## config.mk

```make
export PLATFORM = sky130hd
export DESIGN_NAME = igu_queue
export DESIGN_NICKNAME = d
export VERILOG_FILES = /design/src/rtl/core/igu_pkg.sv /design/src/rtl/core/igu_queue.sv
export SDC_FILE = /design/constraint.sdc
export NUM_CORES = 1
export LEC_CHECK = 0
export BUFFER_PORTS_ARGS = -buffer_cell sky130_fd_sc_hd__buf_2
export CAP_MARGIN = 20
export CORE_ASPECT_RATIO = 2
export CORE_MARGIN = 2
export CORE_UTILIZATION = 47
export CTS_CLUSTER_SIZE = 10
export DETAILED_ROUTE_END_ITERATION = 8
export GPL_TIMING_DRIVEN = 0
export HOLD_SLACK_MARGIN = 0.12
export PLACE_DENSITY_LB_ADDON = 0.08
export SETUP_SLACK_MARGIN = 0.1
export SLEW_MARGIN = 5
export SYNTH_ARGS = -nofsm -noshare
export SYNTH_HDL_FRONTEND = slang
export SYNTH_SLANG_ARGS = --single-unit
```

## constraint.sdc

```tcl
create_clock -name clk -period 11.2 [get_ports clk]
set_input_delay 0.56 -clock clk [delete_from_list [all_inputs] [get_ports clk]]
set_output_delay 0.56 -clock clk [all_outputs]
set_load 0.03 [all_outputs]
```

## src/rtl/core/igu_pkg.sv

```systemverilog
// Shared types and constants for the int4 gate/up dot product unit.
// No dependencies; every other file in rtl/core imports this package.
package igu_pkg;

  localparam int LANES   = 8;   // nibbles per weight word
  localparam int ACT_W   = 16;  // Q4.12 activation
  localparam int WORD_W  = 32;  // packed weight word
  localparam int NIB_W   = 4;
  localparam int SCALE_W = 16;  // Q4.12 row scale
  localparam int RES_W   = 48;  // Q32.16 row result
  localparam int DOT_W   = 23;  // one word's dot product, signed
  localparam int Q_DEPTH = 2;   // front-to-back queue slots
  localparam int FRAC_DROP = 32; // Q.48 product down to Q32.16

  localparam logic OP_LOAD   = 1'b0;
  localparam logic OP_WEIGHT = 1'b1;

  localparam logic signed [NIB_W:0] NIB_BIAS = 5'sd8;

  typedef struct packed {
    logic [LANES-1:0][ACT_W-1:0] act;
    logic [WORD_W-1:0]           gate_word;
    logic [WORD_W-1:0]           up_word;
    logic signed [SCALE_W-1:0]   gate_scale;
    logic signed [SCALE_W-1:0]   up_scale;
    logic                        last;
  } q_entry_t;

  typedef enum logic [2:0] {
    ST_ACC,
    ST_SETUP,
    ST_MUL1,
    ST_MUL2,
    ST_SAT
  } bk_state_t;

endpackage

```

## src/rtl/core/igu_queue.sv

```systemverilog
// Short FIFO between the fetch front end and the arithmetic back end.
// Depends on igu_pkg for the entry type and depth.
module igu_queue (
  input  logic              clk,
  input  logic              rst_n,
  input  logic              push,
  input  igu_pkg::q_entry_t push_data,
  output logic              full,
  input  logic              pop,
  output igu_pkg::q_entry_t head,
  output logic              empty
);
  import igu_pkg::*;

  localparam int PTR_W = (Q_DEPTH > 1) ? $clog2(Q_DEPTH) : 1;
  localparam int CNT_W = $clog2(Q_DEPTH + 1);

  q_entry_t         slot_r [Q_DEPTH];
  logic [PTR_W-1:0] wr_ptr_r;
  logic [PTR_W-1:0] wr_ptr_nxt;
  logic [PTR_W-1:0] rd_ptr_r;
  logic [PTR_W-1:0] rd_ptr_nxt;
  logic [CNT_W-1:0] count_r;
  logic [CNT_W-1:0] count_nxt;

  assign full  = (count_r == CNT_W'(Q_DEPTH));
  assign empty = (count_r == '0);
  assign head  = slot_r[rd_ptr_r];

  always_comb begin
    wr_ptr_nxt = wr_ptr_r;
    rd_ptr_nxt = rd_ptr_r;
    count_nxt  = count_r;
    if (push) begin
      wr_ptr_nxt = (wr_ptr_r == PTR_W'(Q_DEPTH - 1)) ? '0 : wr_ptr_r + 1'b1;
    end
    if (pop) begin
      rd_ptr_nxt = (rd_ptr_r == PTR_W'(Q_DEPTH - 1)) ? '0 : rd_ptr_r + 1'b1;
    end
    if (push && !pop) begin
      count_nxt = count_r + 1'b1;
    end else if (pop && !push) begin
      count_nxt = count_r - 1'b1;
    end
  end

  always_ff @(posedge clk) begin
    if (!rst_n) begin
      wr_ptr_r <= '0;
      rd_ptr_r <= '0;
      count_r  <= '0;
    end else begin
      wr_ptr_r <= wr_ptr_nxt;
      rd_ptr_r <= rd_ptr_nxt;
      count_r  <= count_nxt;
    end
  end

  always_ff @(posedge clk) begin
    if (push) begin
      slot_r[wr_ptr_r] <= push_data;
    end
  end

endmodule

```

==> results of run 1 <==
-- metrics by stage --
step / instances / setup WS (ns)
after global placement: 1627 / 0.620
after floorplan: 722 / 4.32
after global routing: 1730 / 8.56
after detailed placement: 1640 / 8.82
after CTS: 1716 / 8.61
final: 1731 / 8.68
-- cell type report --
| type | instances | area [µm²] |
|---|---|---|
| Clock buffer | 75 | 1410 |
| Tap cell | 450 | 563 |
| Multi-Input combinational cell | 241 | 3220 |
| Buffer | 25 | 238 |
| Timing Repair Buffer | 468 | 2590 |
| Fill cell | 2775 | 14100 |
| Clock inverter | 1 | 5.00 |
| Antenna cell | 15 | 37.5 |
| Inverter | 1 | 3.75 |
| Sequential cell | 455 | 13600 |
-- where the power goes --
| part | switching, mW | internal (mW) | total, mW |
|---|---|---|---|
| Clock | 0.593 | 0.853 | 1.45 |
| Sequential | 0.0199 | 1.97 | 1.99 |
| Combinational | 0.350 | 0.231 | 0.581 |
-- placed cells by master (no fill, tap or decap), types with 2 or more instances in the layout --
cell,count
diode_2,15
clkbuf_16,53
buf_6,18
buf_2,462
dfxtp_1,5
and2_1,3
mux2_4,150
xor2_1,2
buf_16,7
edfxtp_1,450
clkbuf_1,22
mux2_2,75
nor2b_1,2
buf_12,6
-- path summary, 6_finish.rpt --
kind / end / startpoint / slack, ns
hold reg to reg: count_r[1] / count_r[1] / 0.52
setup / recovery: head[118] / flop / 8.68
hold / removal: slot_r[0][212] / push_data[212] / 0.18
setup reg to reg: slot_r[0][97] / wr_ptr_r / 9.26
-- routing by layer --
| metal | part of all wire | routed length, µm |
|---|---|---|
| met5 | 0.0014 | 49 |
| met4 | 0.055 | 2010 |
| met3 | 0.084 | 3060 |
| met2 | 0.54 | 19600 |
| met1 | 0.32 | 11500 |
-- cell families (layout without fill, tap and decap cells) --
family,Yosys count,count (layout),share of synthesized area
DFF,455,455,0.798
adders and majority gates,1,1,0.000733
AOI/OAI and AO/OA,3,3,0.00117
muxes,225,225,0.181
other,0,15,0
and+or+nand+nor,9,9,0.00315
buffers and inverters,26,570,0.0142
xor gates and xnor gates,3,3,0.00154
-- synthesized netlist by cell type (2+ instances only) --
master / count / area [µm²]
edfxtp_1: 450 / 13500
nor2b_1: 3 / 18.8
buf_6: 18 / 203
mux2_4: 150 / 2250
xor2_1: 2 / 17.5
buf_2: 7 / 35.0
mux2_2: 75 / 845
and2_1: 4 / 25.0
dfxtp_1: 5 / 100
-- sequential cells by signal, indices dropped and copies added (netlist names), named ones only --
register  count
slot_r      450
rd_ptr_r      1
count_r       2
wr_ptr_r      1
-- critical path, delay by kind of cell, from the launching register on --
| kind | cells | cell delay [ns] |
|---|---|---|
| muxes | 1 | 0.32 |
| DFF | 1 | 0.32 |
| buffers and inverters | 4 | 0.76 |
==> out/results.env, run 1 <==
CTS_POST_SETUP_BUFFERS_INSERTED=0
GLOBALPLACE.CONGESTION=0.741
PLACED_AREA_MM2=0.0202
HORIZONTAL_DIE_DIMENSION_UM=139
MAX-CLOCK-PATH-BUFFERS=3
CRITICAL_PATH.STARTPOINT_TYPE='flop'
GRT_OVERFLOW=0
FIN_SKEW_NS=0.0239
CTS_RESIZED=0
POSTSYNTHAREAPERCELL_UM2=23.6
CLOCK_SINKS=455
HOLDPATHSTAGES=1
POST-ROUTE-CELL-AREA_MM2=0.0217
CP.ARRIVAL_NS=1.96
SYNTH_EDF_COUNT=450
RUN_STATUS='finished clean'
TRACK_USAGE=0.186
SHARE_OF_CELLS_ABOVE_DRIVE_STRENGTH_1=0.611
WORST-SETUP-PATH-TYPE='reg -> out'
SLEW_HEADROOM=0.533
HOLD-WORST-SLACK_NS=0.181
DETAIL_ROUTE.VIAS_PER_CELL=4.92
HOLD_VIOL=0
POWER.STATIC_LEAKAGE_nW=8.48
FIN_TOTAL_PWR_mW=4.02
PWR_CELL_AREA_mW_PER_MM2=185
FIN_CRIT_SH=0.225
TIMING.CRITICAL_PATH.SLOWEST_STAGE_CELL='dfxtp_1'
TIMING.MAX_CAP.VIOLATIONS=0
HPWLAFTERDP_UM=26300
GRT_MAX_DEGREE=60
GR-USAGE-MET1=0.179
VIAS=8510
INITIAL_CORE_UTIL=0.477
RSZ0062_AT_GRT='no'
WIRE_LENGTH_OF_THE_FIRST_GLOBAL_ROUTING_PASS_UM=53100
INITIAL_ANTENNA_VIOLATION_COUNT=18
DETAIL_ROUTE.WL_PER_CELL_UM=20.9
YOSYSSEQAREASHARE=0.798
CORE_OCCUPANCY_IN_THE_FINISHED_LAYOUT=0.605
GRT_PASS1_VIAS=9319
SYN2LAYOUT_AREA_GROWTH_PCT=27.0
PATH_CELLS='buf_6 -> buf_6 -> buf_6 -> mux2_4 -> buf_2'
SYNTHCELLS=722
CTS_MAX_LEVEL=2
BUFFER_PORTS.INSERTED=455
WORST_SKEW_PAIR.LATE_LATENCY_NS=0.56
DRC_ERRORS=0
WORST-SLEW-PIN-TRANSITION_NS=0.699
SYN_AREA_MM2=0.0171
DESIGN.DIE.AREA_MM2=0.0379
ROUTE.FINAL.WIRE_LENGTH_UM=36200
SETUP.WORST_PATH.END_CLASS='output pin'
FLOORPLAN.CORE_AREA_MM2=0.0358
GLOBAL_ROUTE.USAGE.MET2=0.340
GRT_MOST_USED_LAYER='met2'
SLOWEST_DELAY_NS=0.32
CTS_TREE='built'
SYN_NETS=952
CTS-BUFFERS-INSERTED=51
YS_SEQ_ELEMENTS=455
REG2REGPATHDEPTH=4
ANTENNA_VIOLATING_NETS_POST_ROUTE=0
LAYOUT.NETS=1473
GR-USAGE-MET3=0.0656
CLOCKROOTBUFFER='clkbuf_16'
CLK_PIN_SLEW_NS=0.06
STD_CELL_ROWS=98
LARGEST_DRIVER_FANOUT_ON_THE_CRITICAL_PATH=10
DR.PASS1.ITERS=4
SYNTH.LIB_CELLS_USED.DISTINCT=17
MAXSLEWVIOLCOUNT=0
REPORT.FINAL.SETUP_VIOL=0
ACHIEVABLE-FREQUENCY_GHz=0.396
DIE_HEIGHT_UM=273
MAIN_SYNTH_FF_TYPE='edfxtp_1'
CRIT_REQUIRED_NS=10.64
PERIOD_NEEDED_NS=2.52
CPMOSTUSEDCELL='buf_6'
SETUP_TOTAL_NEGATIVE_SLACK_NS=0
HOLD_BUFFERS=0
YOSYS_WARNINGS=0
DR.FIRST_ITER.DRC_COUNT=369
HOLD_PATH.CLASS='in -> reg'
IR_DROP_mV=0.167
FLOORPLAN.IO_PINS=456
SYNTH_ASYNC_SR_FLOP_SHARE=0
(Power assumes the default switching activity.)
==> run 2: changes to the inputs <==
--- a/config.mk
+++ b/config.mk
@@ -5,6 +5,7 @@
 export SDC_FILE = /design/constraint.sdc
 export NUM_CORES = 1
 export LEC_CHECK = 0
+export ABC_AREA = 1
 export BUFFER_PORTS_ARGS = -buffer_cell sky130_fd_sc_hd__buf_2
 export CAP_MARGIN = 20
 export CORE_ASPECT_RATIO = 2
==> constraint.sdc (replaced) <==
create_clock -name clk -period 2.17 [get_ports clk]
set_input_delay 0.1085 -clock clk [delete_from_list [all_inputs] [get_ports clk]]
set_output_delay 0.1085 -clock clk [all_outputs]
set_load 0.03 [all_outputs]
==> run 2 against run 1 <==
Effect of this change: count of clock-buffer cells in the layout fell by 12; area after synthesis barely moved; sequential cell count did not move; setup slack got worse by 8.5 ns; combinational power rose to 5.3 times the previous value; critical endpoint is now head[168].
==> out/results.env, run 2 <==
CLOCKPOWERSHARE=0.354
TIMING.MAX_CAP.VIOLATIONS=0
REPORT.FINAL.SETUP_VIOL=0
RSZ0062_AT_GRT='yes'
LARGEST_REGISTER_FFS=450
LARGEST_DRIVER_FANOUT_ON_THE_CRITICAL_PATH=10
FLOORPLAN.CORE_AREA_MM2=0.0358
CTS_POST_SETUP_BUFFERS_INSERTED=0
DR.FIRST_ITER.DRC_COUNT=354
ANTENNA_VIOLATING_NETS_POST_ROUTE=0
CRITICAL_PATH.ENDPOINT='head[168]'
RRSETUPSLACK_NS=0.26
DR.PASS1.ITERS=4
POWER.SHARE.SEQUENTIAL=0.497
WORST-SLEW-PIN-TRANSITION_NS=0.559
COMBPWRFRAC=0.149
GRT_PASS1_VIAS=10400
DETAIL_ROUTE.WL_PER_CELL_UM=19.5
MAIN_SYNTH_FF_TYPE='edfxtp_1'
SYNTH_TOP_CELL_BY_AREA='edfxtp_1'
POWER_SWITCHING_SHARE=0.234
YOSYSSEQAREASHARE=0.797
CELL_INTERNAL_PWR_mW=15.9
WORST-SETUP-PATH-TYPE='reg -> out'
YOSYS_WARNINGS=0
PLACE_INST=1655
SYNTH_COMMONEST_CELLS='edfxtp_1 (450), mux2_4 (150), mux2_2 (75)'
CLK_PIN_SLEW_NS=0.06
TRACK_USAGE=0.193
WORSTREG2REGEND='slot_r[1][96]'
IR_DROP_mV=0.801
INITIAL_CORE_UTIL=0.477
SYNTH_TOP_CELL_AREA_SHARE=0.791
PERIOD_NEEDED_NS=2.01
MAXSLEWVIOLCOUNT=0
YS_SEQ_ELEMENTS=455
SHARE_OF_CELLS_ABOVE_DRIVE_STRENGTH_1=0.520
FINAL_CELL_MIX='buf_2 (455), edfxtp_1 (450), dlygate4sd3_1 (231)'
HORIZONTAL_DIE_DIMENSION_UM=139
STD_CELL_ROWS=98
CLOCK_SINKS=455
CTS_MAX_LEVEL=2
LARGEST_REGISTER='slot_r'
HOLD-WORST-SLACK_NS=0.278
SYNTH_TOP_CELLS_BY_AREA='edfxtp_1 (79%), mux2_4 (13%), mux2_2 (4.9%)'
LEADING_REGISTERS_BY_FLOP_COUNT='slot_r x450, count_r x2'
DESIGN.DIE.AREA_MM2=0.0380
GRT_OVERFLOW=0
SETUP.WORST_PATH.END_CLASS='output pin'
POWER.STATIC_LEAKAGE_nW=9.53
YOSYS.CELL_COUNT.TOP_TYPE='edfxtp_1'
CLOCKROOTBUFFER='clkbuf_16'
CP.ARRIVAL_NS=1.90
SYNTH.LIB_CELLS_USED.DISTINCT=14
WORST_REG2REG_PATH_STARTPOINT='wr_ptr_r'
DETAIL_ROUTE.VIAS_PER_CELL=4.82
CRIT_REQUIRED_NS=2.06
SYN_AREA_MM2=0.0171
SYNTHCELLS=735
DIE_HEIGHT_UM=274
CTS-BUFFERS-INSERTED=51
INITIAL_ANTENNA_VIOLATION_COUNT=7
VIAS=9446
HPWLAFTERDP_UM=26000
RUN_STATUS='finished clean'
PWR_CELL_AREA_mW_PER_MM2=859
LAYOUT.NETS=1722
GRT_MAX_DEGREE=39
ROUTE.FINAL.WIRE_LENGTH_UM=38300
SYN2LAYOUT_AREA_GROWTH_PCT=41.4
SYNTH_EDF_COUNT=450
GLOBALPLACE.CONGESTION=0.767
REG2REGPATHDEPTH=5
DRC_ERRORS=0
HOLD_VIOL=0
FIN_SKEW_NS=0.0133
BUFFER_PORTS.INSERTED=455
CTS_TREE='built'
SWITCHINGPOWER_mW=4.85
SLEW_HEADROOM=0.627
SYNTH_ASYNC_SR_FLOP_SHARE=0
WORST_SKEW_PAIR.LATE_LATENCY_NS=0.55
POSTSYNTHAREAPERCELL_UM2=23.2
WIRE_LENGTH_OF_THE_FIRST_GLOBAL_ROUTING_PASS_UM=56300
SYN_NETS=965
LAYOUT_COMMONEST_CELL='buf_2'
FLOORPLAN.IO_PINS=456
HOLD_PATH.CLASS='in -> reg'
ACHIEVABLE-FREQUENCY_GHz=0.497
POST_LAYOUT_NONFILLER_INSTANCES=1959
FIN_CRIT_SH=0.928
MAX-CLOCK-PATH-BUFFERS=3
CRITICAL_PATH.STARTPOINT_TYPE='flop'
-- run 2: layout make-up --
| class | instances | area (µm²) |
|---|---|---|
| repair buffers | 703 | 4950 |
| multi-input cells | 248 | 3210 |
| flip-flops and latches | 455 | 13600 |
| diodes | 6 | 15.0 |
| clock buffers | 63 | 1360 |
| clock inverters | 1 | 7.51 |
| fillers | 2495 | 11700 |
| well taps | 450 | 563 |
| inverters | 8 | 33.8 |
| plain buffers | 25 | 393 |
-- run 2: kinds of logic after synthesis --
kind of cell / after synthesis / share of synthesized area
AOI/OAI and AO/OA: 2 / 0.000586
and+or+nand+nor: 19 / 0.00440
buffers and inverters: 33 / 0.0157
muxes: 225 / 0.181
adders and majority gates: 1 / 0.000733
DFF: 455 / 0.797
-- run 2: how the worst min path moves through the flow --
stage                         from              to  slack [ns]  cells past startpoint
global route        push_data[133]  slot_r[1][133]        0.27                      2
CTS                 push_data[127]  slot_r[1][127]        0.25                      2
global placement     push_data[13]   slot_r[0][13]        0.30                      1
floorplan             push_data[0]    slot_r[0][0]        0.21                      0
detailed placement    push_data[6]    slot_r[1][6]        0.30                      1
finish                push_data[3]    slot_r[0][3]        0.28                      2
-- run 2: timing repair --
item	in CTS	in global routing
endpoints found under the hold margin	474	0
gates cloned	0	3
pin swaps	0	1
hold buffers	231	0
gates resized for setup	12	29
setup endpoints to repair	150	276
-- run 2: power by group through the flow --
stage | clock network, mW | registers, mW | logic, mW
2_1_floorplan | 0 | 10.5 | 1.78
3_3_place_gp | 0 | 10.5 | 2.58
3_5_place_dp | 0 | 10.5 | 2.70
4_1_cts | 7.53 | 10.3 | 3.07
5_1_grt | 7.86 | 10.3 | 3.27
6_report | 7.34 | 10.3 | 3.09
-- run 2: metal layers --
layer / global-route usage / wire length (µm)
met4: 0.0904 / 1740
met3: 0.0574 / 2750
met1: 0.195 / 12900
met2: 0.360 / 20800
met5: 0 / 11
-- run 2: stage by stage --
step | TNS [ns] | util | setup slack [ns] | total power [mW] | area [µm²]
4_1_cts | 0 | 0.669 | 0.0677 | 20.9 | 24000
3_5_place_dp | 0 | 0.565 | 0.172 | 13.2 | 20200
2_1_floorplan | -870.70 | - | -1.98 | 12.3 | 17100
6_report | 0 | 0.675 | 0.157 | 20.7 | 24200
3_3_place_gp | -1827.51 | 0.557 | -4.24 | 13.1 | 19900
5_1_grt | 0 | 0.675 | 0.0918 | 21.5 | 24200
-- run 2: critical path: stages, from the launching register on --
cell and delay, ns:
dfxtp_4 0.38, clkbuf_16 0.16, buf_12 0.16, buf_12 0.16
mux2_4 0.31, buf_2 0.18
